File: src/hw/rtl/lcdnw_pkg.sv
package lcdnw_pkg;

  // request codes
  localparam logic [2:0] ACT_DATA   = 3'd0;
  localparam logic [2:0] ACT_CMD    = 3'd1;
  localparam logic [2:0] ACT_GOTO   = 3'd2;
  localparam logic [2:0] ACT_NUMBER = 3'd3;
  localparam logic [2:0] ACT_INIT   = 3'd4;

  // configuration register indexes
  localparam logic [2:0] CFG_TWO_LINES  = 3'd0;
  localparam logic [2:0] CFG_LARGE_FONT = 3'd1;
  localparam logic [2:0] CFG_DISPLAY_ON = 3'd2;
  localparam logic [2:0] CFG_CURSOR_ON  = 3'd3;
  localparam logic [2:0] CFG_BLINK_ON   = 3'd4;

  // lcd command and character constants
  localparam logic [7:0] CMD_CLEAR      = 8'h01;
  localparam logic [7:0] CMD_ENTRY_MODE = 8'h06;
  localparam logic [7:0] CMD_DDRAM_ROW0 = 8'h80;
  localparam logic [7:0] CMD_DDRAM_ROW1 = 8'hC0;
  localparam logic [7:0] ASCII_ZERO     = 8'h30;

  // byte buffer sizing
  localparam int         MAX_BYTES = 5;
  localparam int         IDX_W     = 3;
  localparam logic [IDX_W-1:0] LAST_DIGIT_IDX = IDX_W'(MAX_BYTES - 1);

  // reciprocal of ten, exact for every 16-bit dividend with a shift of 19
  localparam logic [15:0] RECIP_TEN = 16'd52429;
  localparam int          RECIP_SHIFT = 19;

  typedef enum logic [1:0] {
    ST_IDLE,
    ST_CONV,
    ST_EMIT
  } state_t;

  typedef struct packed {
    logic two_lines;
    logic large_font;
    logic display_on;
    logic cursor_on;
    logic blink_on;
  } cfg_t;

endpackage

File: src/hw/rtl/lcdnw_ifs.sv
interface lcdnw_in_if;
  logic        valid;
  logic        ready;
  logic [2:0]  action;
  logic [7:0]  byte_value;
  logic [1:0]  row;
  logic [5:0]  column;
  logic [15:0] number;

  modport source (output valid, action, byte_value, row, column, number, input ready);
  modport sink   (input valid, action, byte_value, row, column, number, output ready);
endinterface

interface lcdnw_out_if;
  logic       valid;
  logic       ready;
  logic       reg_select;
  logic [3:0] nibble;
  logic       last;

  modport source (output valid, reg_select, nibble, last, input ready);
  modport sink   (input valid, reg_select, nibble, last, output ready);
endinterface

File: src/hw/rtl/char_lcd_nibble_writer.sv
// start: a data, command or go-to request is written into the byte buffer as the sequencer enters
// emit, and its first nibble enters the output register once that is empty or being taken;
// a number request first converts its digits (1 to 5) one at a time in the divide-by-ten unit
// requests: one at a time, ready again after its final nibble enters the output register
// reset: synchronous active-low rst_n clears the sequencer and the output valid, and loads
// the config flags with two_lines=1, large_font=0, display_on=1, cursor_on=0, blink_on=0
module char_lcd_nibble_writer (
  input  logic       clk,
  input  logic       rst_n,
  lcdnw_in_if.sink   in_req,
  lcdnw_out_if.source out_nib,
  input  logic       cfg_we,
  input  logic [2:0] cfg_index,
  input  logic       cfg_wdata
);
  import lcdnw_pkg::*;

  cfg_t cfg_r, cfg_nxt;

  // config register writes
  always_comb begin
    cfg_nxt = cfg_r;
    if (cfg_we) begin
      case (cfg_index)
        CFG_TWO_LINES:  cfg_nxt.two_lines  = cfg_wdata;
        CFG_LARGE_FONT: cfg_nxt.large_font = cfg_wdata;
        CFG_DISPLAY_ON: cfg_nxt.display_on = cfg_wdata;
        CFG_CURSOR_ON:  cfg_nxt.cursor_on  = cfg_wdata;
        CFG_BLINK_ON:   cfg_nxt.blink_on   = cfg_wdata;
        default:        cfg_nxt = cfg_r;
      endcase
    end
  end

  always_ff @(posedge clk) begin
    if (!rst_n) begin
      cfg_r <= '{two_lines: 1'b1, large_font: 1'b0, display_on: 1'b1,
                 cursor_on: 1'b0, blink_on: 1'b0};
    end else begin
      cfg_r <= cfg_nxt;
    end
  end

  // request sequencer
  lcdnw_seq u_seq (
    .clk     (clk),
    .rst_n   (rst_n),
    .cfg     (cfg_r),
    .in_req  (in_req),
    .out_nib (out_nib)
  );

endmodule

File: src/hw/rtl/lcdnw_div10.sv
module lcdnw_div10 (
  input  logic [15:0] dividend,
  output logic [15:0] quotient,
  output logic [3:0]  remainder
);
  import lcdnw_pkg::*;

  logic [31:0] prod;
  logic [15:0] quo_x10;

  // quotient by reciprocal multiply
  assign prod     = dividend * RECIP_TEN;
  assign quotient = 16'(prod[31:RECIP_SHIFT]);

  // remainder from quotient times ten, built from shifts
  assign quo_x10   = 16'({quotient, 3'b000}) + 16'({quotient, 1'b0});
  assign remainder = 4'(dividend - quo_x10);

endmodule

File: src/hw/rtl/lcdnw_seq.sv
module lcdnw_seq (
  input  logic               clk,
  input  logic               rst_n,
  input  lcdnw_pkg::cfg_t    cfg,
  lcdnw_in_if.sink           in_req,
  lcdnw_out_if.source        out_nib
);
  import lcdnw_pkg::*;

  state_t           state_r, state_nxt;
  logic [15:0]      val_r, val_nxt;
  logic [IDX_W-1:0] cnt_r, cnt_nxt;
  logic [IDX_W-1:0] idx_r, idx_nxt;
  logic             half_r, half_nxt;
  logic             rs_r, rs_nxt;
  logic [7:0]       byte_r [MAX_BYTES];
  logic [7:0]       byte_nxt [MAX_BYTES];

  logic             out_valid_r, out_valid_nxt;
  logic             out_rs_r, out_rs_nxt;
  logic [3:0]       out_nib_r, out_nib_nxt;
  logic             out_last_r, out_last_nxt;

  logic             accept;
  logic             load;
  logic             conv_done;
  logic [15:0]      quo;
  logic [3:0]       rem;
  logic [7:0]       cur_byte;

  // divide-by-ten unit for digit conversion
  lcdnw_div10 u_div10 (
    .dividend  (val_r),
    .quotient  (quo),
    .remainder (rem)
  );

  assign in_req.ready = (state_r == ST_IDLE);
  assign accept       = in_req.valid && in_req.ready;
  assign load         = (state_r == ST_EMIT) && (!out_valid_r || out_nib.ready);
  assign conv_done    = (quo == 16'd0) || (cnt_r == LAST_DIGIT_IDX);
  assign cur_byte     = byte_r[idx_r];

  // next state
  always_comb begin
    state_nxt = state_r;
    case (state_r)
      ST_IDLE: begin
        if (accept) begin
          case (in_req.action)
            ACT_DATA, ACT_CMD, ACT_INIT: state_nxt = ST_EMIT;
            ACT_GOTO: begin
              if (in_req.row == 2'd0 || in_req.row == 2'd1) begin
                state_nxt = ST_EMIT;
              end
            end
            ACT_NUMBER: state_nxt = ST_CONV;
            default: state_nxt = ST_IDLE;
          endcase
        end
      end
      ST_CONV: begin
        if (conv_done) begin
          state_nxt = ST_EMIT;
        end
      end
      ST_EMIT: begin
        if (load && half_r && idx_r == '0) begin
          state_nxt = ST_IDLE;
        end
      end
      default: state_nxt = ST_IDLE;
    endcase
  end

  // byte buffer, digit conversion and emission pointers
  always_comb begin
    val_nxt  = val_r;
    cnt_nxt  = cnt_r;
    idx_nxt  = idx_r;
    half_nxt = half_r;
    rs_nxt   = rs_r;
    byte_nxt = byte_r;
    case (state_r)
      ST_IDLE: begin
        half_nxt = 1'b0;
        idx_nxt  = '0;
        cnt_nxt  = IDX_W'(1);
        case (in_req.action)
          ACT_DATA: begin
            byte_nxt[0] = in_req.byte_value;
            rs_nxt      = 1'b1;
          end
          ACT_CMD: begin
            byte_nxt[0] = in_req.byte_value;
            rs_nxt      = 1'b0;
          end
          ACT_GOTO: begin
            byte_nxt[0] = (in_req.row[0] ? CMD_DDRAM_ROW1 : CMD_DDRAM_ROW0)
                          | {2'b00, in_req.column};
            rs_nxt      = 1'b0;
          end
          ACT_NUMBER: begin
            val_nxt = in_req.number;
            cnt_nxt = '0;
            rs_nxt  = 1'b1;
          end
          ACT_INIT: begin
            // buffer drains from the top index down
            byte_nxt[3] = {4'b0010, cfg.two_lines, cfg.large_font, 2'b00};
            byte_nxt[2] = {5'b00001, cfg.display_on, cfg.cursor_on, cfg.blink_on};
            byte_nxt[1] = CMD_CLEAR;
            byte_nxt[0] = CMD_ENTRY_MODE;
            cnt_nxt     = IDX_W'(4);
            idx_nxt     = IDX_W'(3);
            rs_nxt      = 1'b0;
          end
          default: begin
            rs_nxt = rs_r;
          end
        endcase
      end
      ST_CONV: begin
        // least significant digit first, so the top index holds the leading digit
        byte_nxt[cnt_r] = ASCII_ZERO | {4'b0000, rem};
        val_nxt         = quo;
        cnt_nxt         = cnt_r + IDX_W'(1);
        idx_nxt         = cnt_r;
      end
      ST_EMIT: begin
        if (load) begin
          if (half_r) begin
            half_nxt = 1'b0;
            idx_nxt  = idx_r - IDX_W'(1);
          end else begin
            half_nxt = 1'b1;
          end
        end
      end
      default: begin
        half_nxt = 1'b0;
      end
    endcase
  end

  // output register
  always_comb begin
    out_valid_nxt = out_valid_r;
    out_rs_nxt    = out_rs_r;
    out_nib_nxt   = out_nib_r;
    out_last_nxt  = out_last_r;
    if (out_valid_r && out_nib.ready) begin
      out_valid_nxt = 1'b0;
    end
    if (load) begin
      out_valid_nxt = 1'b1;
      out_rs_nxt    = rs_r;
      out_nib_nxt   = half_r ? cur_byte[3:0] : cur_byte[7:4];
      out_last_nxt  = half_r && (idx_r == '0);
    end
  end

  always_ff @(posedge clk) begin
    if (!rst_n) begin
      state_r     <= ST_IDLE;
      out_valid_r <= 1'b0;
      half_r      <= 1'b0;
      cnt_r       <= '0;
      idx_r       <= '0;
    end else begin
      state_r     <= state_nxt;
      out_valid_r <= out_valid_nxt;
      half_r      <= half_nxt;
      cnt_r       <= cnt_nxt;
      idx_r       <= idx_nxt;
    end
  end

  always_ff @(posedge clk) begin
    val_r      <= val_nxt;
    rs_r       <= rs_nxt;
    byte_r     <= byte_nxt;
    out_rs_r   <= out_rs_nxt;
    out_nib_r  <= out_nib_nxt;
    out_last_r <= out_last_nxt;
  end

  assign out_nib.valid      = out_valid_r;
  assign out_nib.reg_select = out_rs_r;
  assign out_nib.nibble     = out_nib_r;
  assign out_nib.last       = out_last_r;

  // emission pointer stays inside the filled part of the buffer
  a_emit_idx: assert property (@(posedge clk) disable iff (!rst_n)
    state_r == ST_EMIT |-> (cnt_r != '0) && (idx_r < cnt_r))
    else $error("emission index outside byte buffer");

  // conversion never runs past five digits
  a_conv_cnt: assert property (@(posedge clk) disable iff (!rst_n)
    state_r == ST_CONV |-> cnt_r < IDX_W'(MAX_BYTES))
    else $error("digit count overflow");

  // loading the final nibble ends the request
  a_last_ends: assert property (@(posedge clk) disable iff (!rst_n)
    (load && half_r && idx_r == '0) |=> (state_r == ST_IDLE) && out_last_r)
    else $error("final nibble did not return to idle");

  // a conversion always moves on to emission with at least one digit
  a_conv_emit: assert property (@(posedge clk) disable iff (!rst_n)
    (state_r == ST_CONV && conv_done) |=> state_r == ST_EMIT && !half_r)
    else $error("conversion did not start emission");

endmodule
File: src/flat_wrapper.sv
// flat-port wrapper written by rule: the top's interface ports become plain ports
module char_lcd_nibble_writer_flat import lcdnw_pkg::*;
  (clk, rst_n, cfg_we, cfg_index, cfg_wdata, in_req_valid, in_req_action, in_req_byte_value, in_req_row, in_req_column, in_req_number, in_req_ready, out_nib_valid, out_nib_reg_select, out_nib_nibble, out_nib_last, out_nib_ready);
  lcdnw_in_if in_req_i ();
  lcdnw_out_if out_nib_i ();
  input  logic clk;
  input  logic rst_n;
  input  logic cfg_we;
  input  logic [2:0] cfg_index;
  input  logic cfg_wdata;
  input wire logic [$bits(in_req_i.valid)-1:0] in_req_valid;
  input wire logic [$bits(in_req_i.action)-1:0] in_req_action;
  input wire logic [$bits(in_req_i.byte_value)-1:0] in_req_byte_value;
  input wire logic [$bits(in_req_i.row)-1:0] in_req_row;
  input wire logic [$bits(in_req_i.column)-1:0] in_req_column;
  input wire logic [$bits(in_req_i.number)-1:0] in_req_number;
  output wire logic [$bits(in_req_i.ready)-1:0] in_req_ready;
  output wire logic [$bits(out_nib_i.valid)-1:0] out_nib_valid;
  output wire logic [$bits(out_nib_i.reg_select)-1:0] out_nib_reg_select;
  output wire logic [$bits(out_nib_i.nibble)-1:0] out_nib_nibble;
  output wire logic [$bits(out_nib_i.last)-1:0] out_nib_last;
  input wire logic [$bits(out_nib_i.ready)-1:0] out_nib_ready;
  assign in_req_i.valid = in_req_valid;
  assign in_req_i.action = in_req_action;
  assign in_req_i.byte_value = in_req_byte_value;
  assign in_req_i.row = in_req_row;
  assign in_req_i.column = in_req_column;
  assign in_req_i.number = in_req_number;
  assign in_req_ready = in_req_i.ready;
  assign out_nib_valid = out_nib_i.valid;
  assign out_nib_reg_select = out_nib_i.reg_select;
  assign out_nib_nibble = out_nib_i.nibble;
  assign out_nib_last = out_nib_i.last;
  assign out_nib_i.ready = out_nib_ready;
  char_lcd_nibble_writer u_core (.clk(clk), .rst_n(rst_n), .in_req(in_req_i), .out_nib(out_nib_i), .cfg_we(cfg_we), .cfg_index(cfg_index), .cfg_wdata(cfg_wdata));
endmodule
File: config.mk
export PLATFORM = sky130hd
export DESIGN_NAME = char_lcd_nibble_writer_flat
export DESIGN_NICKNAME = d
export VERILOG_FILES = /design/src/hw/rtl/lcdnw_pkg.sv /design/src/hw/rtl/lcdnw_ifs.sv /design/src/hw/rtl/char_lcd_nibble_writer.sv /design/src/hw/rtl/lcdnw_div10.sv /design/src/hw/rtl/lcdnw_seq.sv /design/src/flat_wrapper.sv
export SDC_FILE = /design/constraint.sdc
export NUM_CORES = 1
export LEC_CHECK = 0
export ABC_AREA = 0
export BUFFER_PORTS_ARGS = -buffer_cell sky130_fd_sc_hd__buf_2
export CAP_MARGIN = 30
export CORE_MARGIN = 1
export CORE_UTILIZATION = 50
export DETAILED_ROUTE_END_ITERATION = 12
export PLACE_DENSITY = 0.73
export RECOVER_POWER = 25
export REMOVE_ABC_BUFFERS = 1
export SETUP_SLACK_MARGIN = 0.15
export SKIP_LAST_GASP = 1
export SYNTH_ARGS = -nofsm -noshare
export SYNTH_HDL_FRONTEND = slang
export SYNTH_SLANG_ARGS = --single-unit
File: constraint.sdc
create_clock -name clk -period 13.07 [get_ports clk]
set_input_delay 0.6535 -clock clk [delete_from_list [all_inputs] [get_ports clk]]
set_output_delay 0.6535 -clock clk [all_outputs]
set_load 0.02 [all_outputs]
==> metrics.txt, run 1 <==
status=complete, but fails checks; failing checks=capacitance limit, slew limit; Final Setup Violations=0; Antenna Violating Nets Remaining=0; post-synthesis cell count=884; EDFF count, synth=approximately 60; Worst Path Class, Setup=reg2reg; ys flop type=edfxtp_1; max_cap viols=1; IO buf count=51; first-pass GRT wire length=35.0 mm; syn avg cell area=between 9 and 10 µm²; io pins=52; die span in y=between 100 and 150 µm; initial DRC count=507; Vias/cell=5.62; Max Used Layer=met4; CP Data Required Time=between 10 and 15 ns; worst r2r dst=u_core.u_seq.state_r[0]; Yosys cell types=67; Post-Route Utilization=56.3%; Worst Tran Pin Value=2.08 ns; relative slew slack=-38.8%; vias post-DR=6,470; Max Clk Rate=147 MHz; Fillers=about 1.5k; die area=18,000 µm²; routed length per instance=18.4 µm; final hold slack=0.429 ns; initial core utilization=51.9%; sequential cell area fraction in the yosys report=23.7%; H-tree levels=3; footprint of the multi-input gates=5860 µm²; synthesized area=about 8700 µm²; #FFs+latches synth=74; initial antenna violation count=1; Synth warnings=0; vias in the first global route=~6.7k; GP Congestion=0.948; register area=2070 µm²; skew final=~0.013 ns; Cell Area, Placed=9200 µm²; hold buffer count at CTS=0; critical path launch point type=flop; largest buffer count on any clock path=2; DR DRC count=0; M1 wire length=9.58 mm; largest net degree at the start of global routing=56; total congestion overflow=0; clk slew on worst S/H paths=approximately 0.060 ns; RSZ-0062 raised after global routing=no; GRT Total Usage=about a quarter; setup tns final=0 ns; crit path DAT=7.06 ns; Post-synth ARST share=0%; final worst path period need=6.78 ns; met3 wire len=between 1.5 and 2 mm; hold endpoint=u_core.u_seq.out_nib.reg_select; Rows=47; CTS tree=built; Clock Sinks=74; Crit Path Max Fanout=8; endpoints failing hold=0; share of cells above drive strength 1=10.3%; CTS Buf Count=9; Std-Cell Core Area=between 15,000 and 20,000 µm²; WL final=roughly 21 mm; Clock Latency Late Sink=0.35 ns; Slew Viols, Final=56; hold path cells=0; detailed placement HPWL=17.7 mm; Syn-to-layout area delta=8.45%; Routed met2 length=9.51 mm; DR pass1 iterations=5; R2R Setup Slk=about 6.3 ns; R2R depth=20; Final Net Count=1,191; Post CTS Setup Buffer Count=0; CTS resizes=0; CP endpoint kind=flop; Reg2Reg Launch Point=u_core.u_seq.val_r[3]; final instance area=9470 µm²; CTS root buffer=clkbuf_16; Tcrit/Tclk final=51.9%; startpoint of the worst hold path=u_core.u_seq.rs_r; Hold Crit Class=reg2reg; Die Wd=134 µm
## cell usage in the layout (no fill, tap or decap), types with 13 or more instances in the layout
cell and instances:
buf_2 43, inv_1 189, dfxtp_1 15, nor2b_1 13, nand3_1 17, nor2_1 31, xnor2_1 15, ha_1 141
mux2i_1 13, nand2_1 65, fa_1 80, a21oi_1 35, edfxtp_1 59, o21ai_0 25
## worst max-delay path by stage
stage / from / end / slack (ns) / depth (start not counted)
global route: u_core.u_seq.val_r[3] / u_core.u_seq.state_r[0] / 5.93 / 20
floorplan: u_core.u_seq.val_r[2] / u_core.u_seq.state_r[0] / 6.72 / 20
detailed placement: u_core.u_seq.val_r[3] / u_core.u_seq.state_r[0] / 6.30 / 20
finish: u_core.u_seq.val_r[3] / u_core.u_seq.state_r[0] / 6.29 / 20
global placement: u_core.u_seq.val_r[3] / u_core.u_seq.state_r[0] / 6.40 / 18
CTS: u_core.u_seq.val_r[3] / u_core.u_seq.state_r[0] / 6.26 / 20
## routing by layer
layer	global-route usage (%)	vias up
li1	-	3056
met1	36.2	3119
met2	39.6	250
met3	4.65	45
met4	9.36	0
met5	0	-
## cells in the mapped netlist (2+ instances only)
master	number	area [µm²]
nand2_1	65	244
nand2b_1	2	12.5
nor3b_1	4	30.0
dfxtp_1	15	300
nor2b_1	13	81.3
o22ai_1	4	25.0
o21a_1	8	60.1
a21oi_2	5	43.8
clkbuf_1	19	71.3
a21oi_1	35	175
or4_1	2	15.0
o21ai_1	2	10.0
a22oi_1	5	37.5
xor2_1	8	70.1
o211ai_1	5	37.5
nand4_1	8	50.1
o21ai_0	25	125
xnor2_1	15	131
inv_1	189	709
nor3_1	11	55.1
a221oi_1	4	35.0
mux2i_1	13	130
fa_1	80	1600
o221ai_1	2	17.5
nand3b_1	2	15.0
and3_1	6	37.5
o21bai_1	2	15.0
nor2_1	31	116
a311o_1	2	20.0
mux4_2	8	180
and2_1	9	56.3
nand3_1	17	85.1
ha_1	141	1760
a211oi_1	5	37.5
a21o_1	12	90.1
edfxtp_1	59	1770
mux2_2	10	113
a21boi_0	10	75.1
or3_1	3	18.8
## worst max-delay path, cell delays in order, from the launching register on
cell and delay [ns]:
edfxtp_1 0.53, ha_1 0.39, inv_1 0.07, fa_1 0.53, inv_1 0.06, fa_1 0.52, fa_1 0.54, fa_1 0.56
inv_1 0.06, fa_1 0.52, inv_1 0.04, ha_1 0.42, nand2_2 0.11, o21ai_4 0.22, a211oi_2 0.09, a2111oi_2 0.37
a311oi_1 0.10, or4_1 0.48, or4b_1 0.53, o41ai_2 0.36, mux2i_1 0.22
## kinds of logic after synthesis
| family | Yosys count | synth area share (%) |
|---|---|---|
| multiplexers | 31 | 4.84 |
| AND/OR/NAND/NOR | 179 | 9.98 |
| AO/OA/AOI/OAI | 144 | 11.4 |
| flip-flops | 74 | 23.7 |
| buffers and inverters | 212 | 9.25 |
| XOR/XNOR | 23 | 2.31 |
| adder cells (fa/ha/maj) | 221 | 38.5 |
## stage by stage
stage               worst slack [ns]  cells
finish                          6.29   1152
global route                    5.93   1151
CTS                             6.26   1151
detailed placement              6.30   1135
global placement                6.40   1135
floorplan                       6.72    861
## layout make-up
type                       count  area share (%)
tap                          220            2.91
clock buffer                  10            2.42
sequential                    74            21.9
inverter                     189            7.49
clock inverter                 6           0.687
timing repair buffer          54            2.75
multi-input combinational    598            61.9
antenna                        1          0.0264
## sequential cells by signal, summed over array words and instances, names as in the netlist, 2 cells and up
signal,cells
u_core.u_seq.byte_r,36
u_core.u_seq.idx_r,3
u_core.u_seq.val_r,16
u_core.u_seq.out_nib.nibble,4
u_core.u_seq.cnt_r,3
u_core.u_seq.state_r,2
u_core.cfg_r,5
Power of run 1 is left out: the tool's default activity adds up to more than one toggle a clock period on the data nets, which glitch-free logic cannot reach.
==> inputs of run 2 (changes only) <==
- PLACE_DENSITY: 0.73 -> 0.75
- clock period: 13.07 -> 5.6 ns (I/O delays scaled with it)
==> run 2 against run 1 <==
The run ends with setup timing left; global-route usage up 3.8 points; sequential cell count stayed put; clock-buffer cell count stayed put; largest cell class unchanged; highest routed layer unchanged.
==> metrics.txt, run 2 (synthesis results as in run 1) <==
worst r2r dst=u_core.u_seq.state_r[0]; RSZ-0062 raised after global routing=yes; relative slew slack=21.6%; clk slew on worst S/H paths=roughly 0.070 ns; crit path from=u_core.u_seq.val_r[4]; hold path cells=2; most common cell after layout, fill and taps aside=inv_1; Final WS setup=-0.611 ns; Final Net Count=between 1k and 1.5k; Tcrit/Tclk final=111%; Non-Filler Instances=1,296; dpl cells=1,254; Clock Sinks=74; Slew Viols, Final=0; CTS root buffer=clkbuf_16; max reg flops=36; critical path launch point type=flop; R2R depth=19; delay of the slowest critical-path stage=0.59 ns; failing checks=setup timing; die area=18,000 µm²; register area=2070 µm²; share of cells above drive strength 1=between 30% and 40%; vias post-DR=between 7k and 8k; vias in the first global route=7,700; endpoints failing hold=0; CTS tree=built; DR pass1 iterations=5; initial DRC count=520; top cell family by delay on the critical path=adder cells; most frequent cells in the layout=inv_1 (172), buf_4 (125), ha_1 (112), fa_1 (76); Worst Tran Pin Value=roughly 1.2 ns; biggest regs=u_core.u_seq.byte_r (36), u_core.u_seq.val_r (16), u_core.cfg_r (5); largest net degree at the start of global routing=56; H-tree levels=3; Final Setup Violations=20; Vias/cell=roughly 5.8; DR DRC count=0; max_cap viols=0; Clock Latency Late Sink=0.35 ns; GRT Total Usage=29.5%; dominant cell type by count on the critical path=fa_1; R2R Setup Slk=-0.61 ns; total congestion overflow=0; Max Clk Rate=~160 MHz; Die Wd=134 µm; status=complete, but fails checks; final worst path period need=6.21 ns; Top reg by flops=u_core.u_seq.byte_r; IO buf count=just over 50; first-pass GRT wire length=40.2 mm; CTS Buf Count=9; crit path DAT=~6.5 ns; CP endpoint kind=flop; detailed placement HPWL=between 15 and 20 mm; hold buffer count at CTS=0; footprint of the multi-input gates=between 6000 and 7000 µm²; io pins=52; Critical path buffers and inverters=3; die span in y=between 100 and 150 µm; Antenna Violating Nets Remaining=0; CP Data Required Time=5.88 ns; initial core utilization=51.9%; skew final=0.0123 ns; Fillers=1,146; Std-Cell Core Area=16,800 µm²; crit-path cells=buf_6 > ha_4 > inv_2 > fa_1 > inv_1 > fa_1 > fa_1 > fa_1 > fa_1 > ha_4 > a21oi_4 > o21ai_4 > a211oi_4 > a21o_2 > a311oi_2 > or4_1 > or4b_4 > o41ai_4 > mux2i_1; Worst path slowest cell=fa_1; routed length per instance=20.7 µm; startpoint of the worst hold path=cfg_index[0]; Crit Path Max Fanout=5; Hold Crit Class=in2reg; largest buffer count on any clock path=2; GP Congestion=0.956; Rows=between 40 and 50; WL final=26.9 mm; initial antenna violation count=1; hold endpoint=u_core.cfg_r[2]; Syn-to-layout area delta=31.6%; Reg2Reg Launch Point=u_core.u_seq.val_r[4]; Worst Path Class, Setup=reg2reg
run 2: worst max path at each step:
stage                                    endpoint  slack (ns)  cells past startpoint
after floorplan           u_core.u_seq.state_r[0]       -0.75                     20
after global placement    u_core.u_seq.state_r[0]       -0.75                     22
after detailed placement  u_core.u_seq.state_r[0]       -0.89                     20
after CTS                 u_core.u_seq.state_r[0]       -0.42                     20
after global routing      u_core.u_seq.state_r[0]       -0.77                     20
final                     u_core.u_seq.state_r[0]       -0.61                     19
run 2: layer usage:
layer,vias to the layer above,track usage (%),share of wire [%],wire length [µm]
li1,3351,-,-,-
met1,3596,37.0,39,10400
met2,409,50.2,49,13100
met3,97,6.46,8.4,2260
met4,0,10.1,4.1,1100
met5,-,0,0,0
run 2: area by class of cell:
type	instances	share of cell area (%)
diodes	1	0.0218
clock buffers	10	2.08
clock inverters	6	0.849
inverters	189	6.19
multi-input cells	598	58.0
flip-flops and latches	74	18.0
well taps	220	2.39
repair buffers	198	12.4
run 2: per-stage QoR:
step,util [%],hold WS [ns],TNS [ns],cell area [µm²],worst slack [ns]
5_1_grt,68.3,0.236,-9.41,11500,-0.766
3_5_place_dp,60.0,0.413,-9.36,10100,-0.890
4_1_cts,66.5,0.225,-2.33,11200,-0.421
2_1_floorplan,-,0.369,-3.12,8640,-0.749
3_3_place_gp,60.0,0.420,-7.82,10100,-0.748
6_report,68.4,0.227,-5.82,11500,-0.611
run 2: worst register-to-register path: cells and delay by family (launching register included):
kind	cells	cell delay, ns
AO/OA/AOI/OAI	6	1.20
flip-flops	1	0.43
adder cells (fa/ha/maj)	7	3.06
buffers and inverters	3	0.24
multiplexers	1	0.20
AND/OR/NAND/NOR	2	1.02
run 2: repair_timing:
item,in CTS,in global routing
setup endpoints to repair,28,27
gates resized for setup,115,59
pin swaps,88,27
buffers inserted,16,9
Power of run 2 is left out for the same reason.
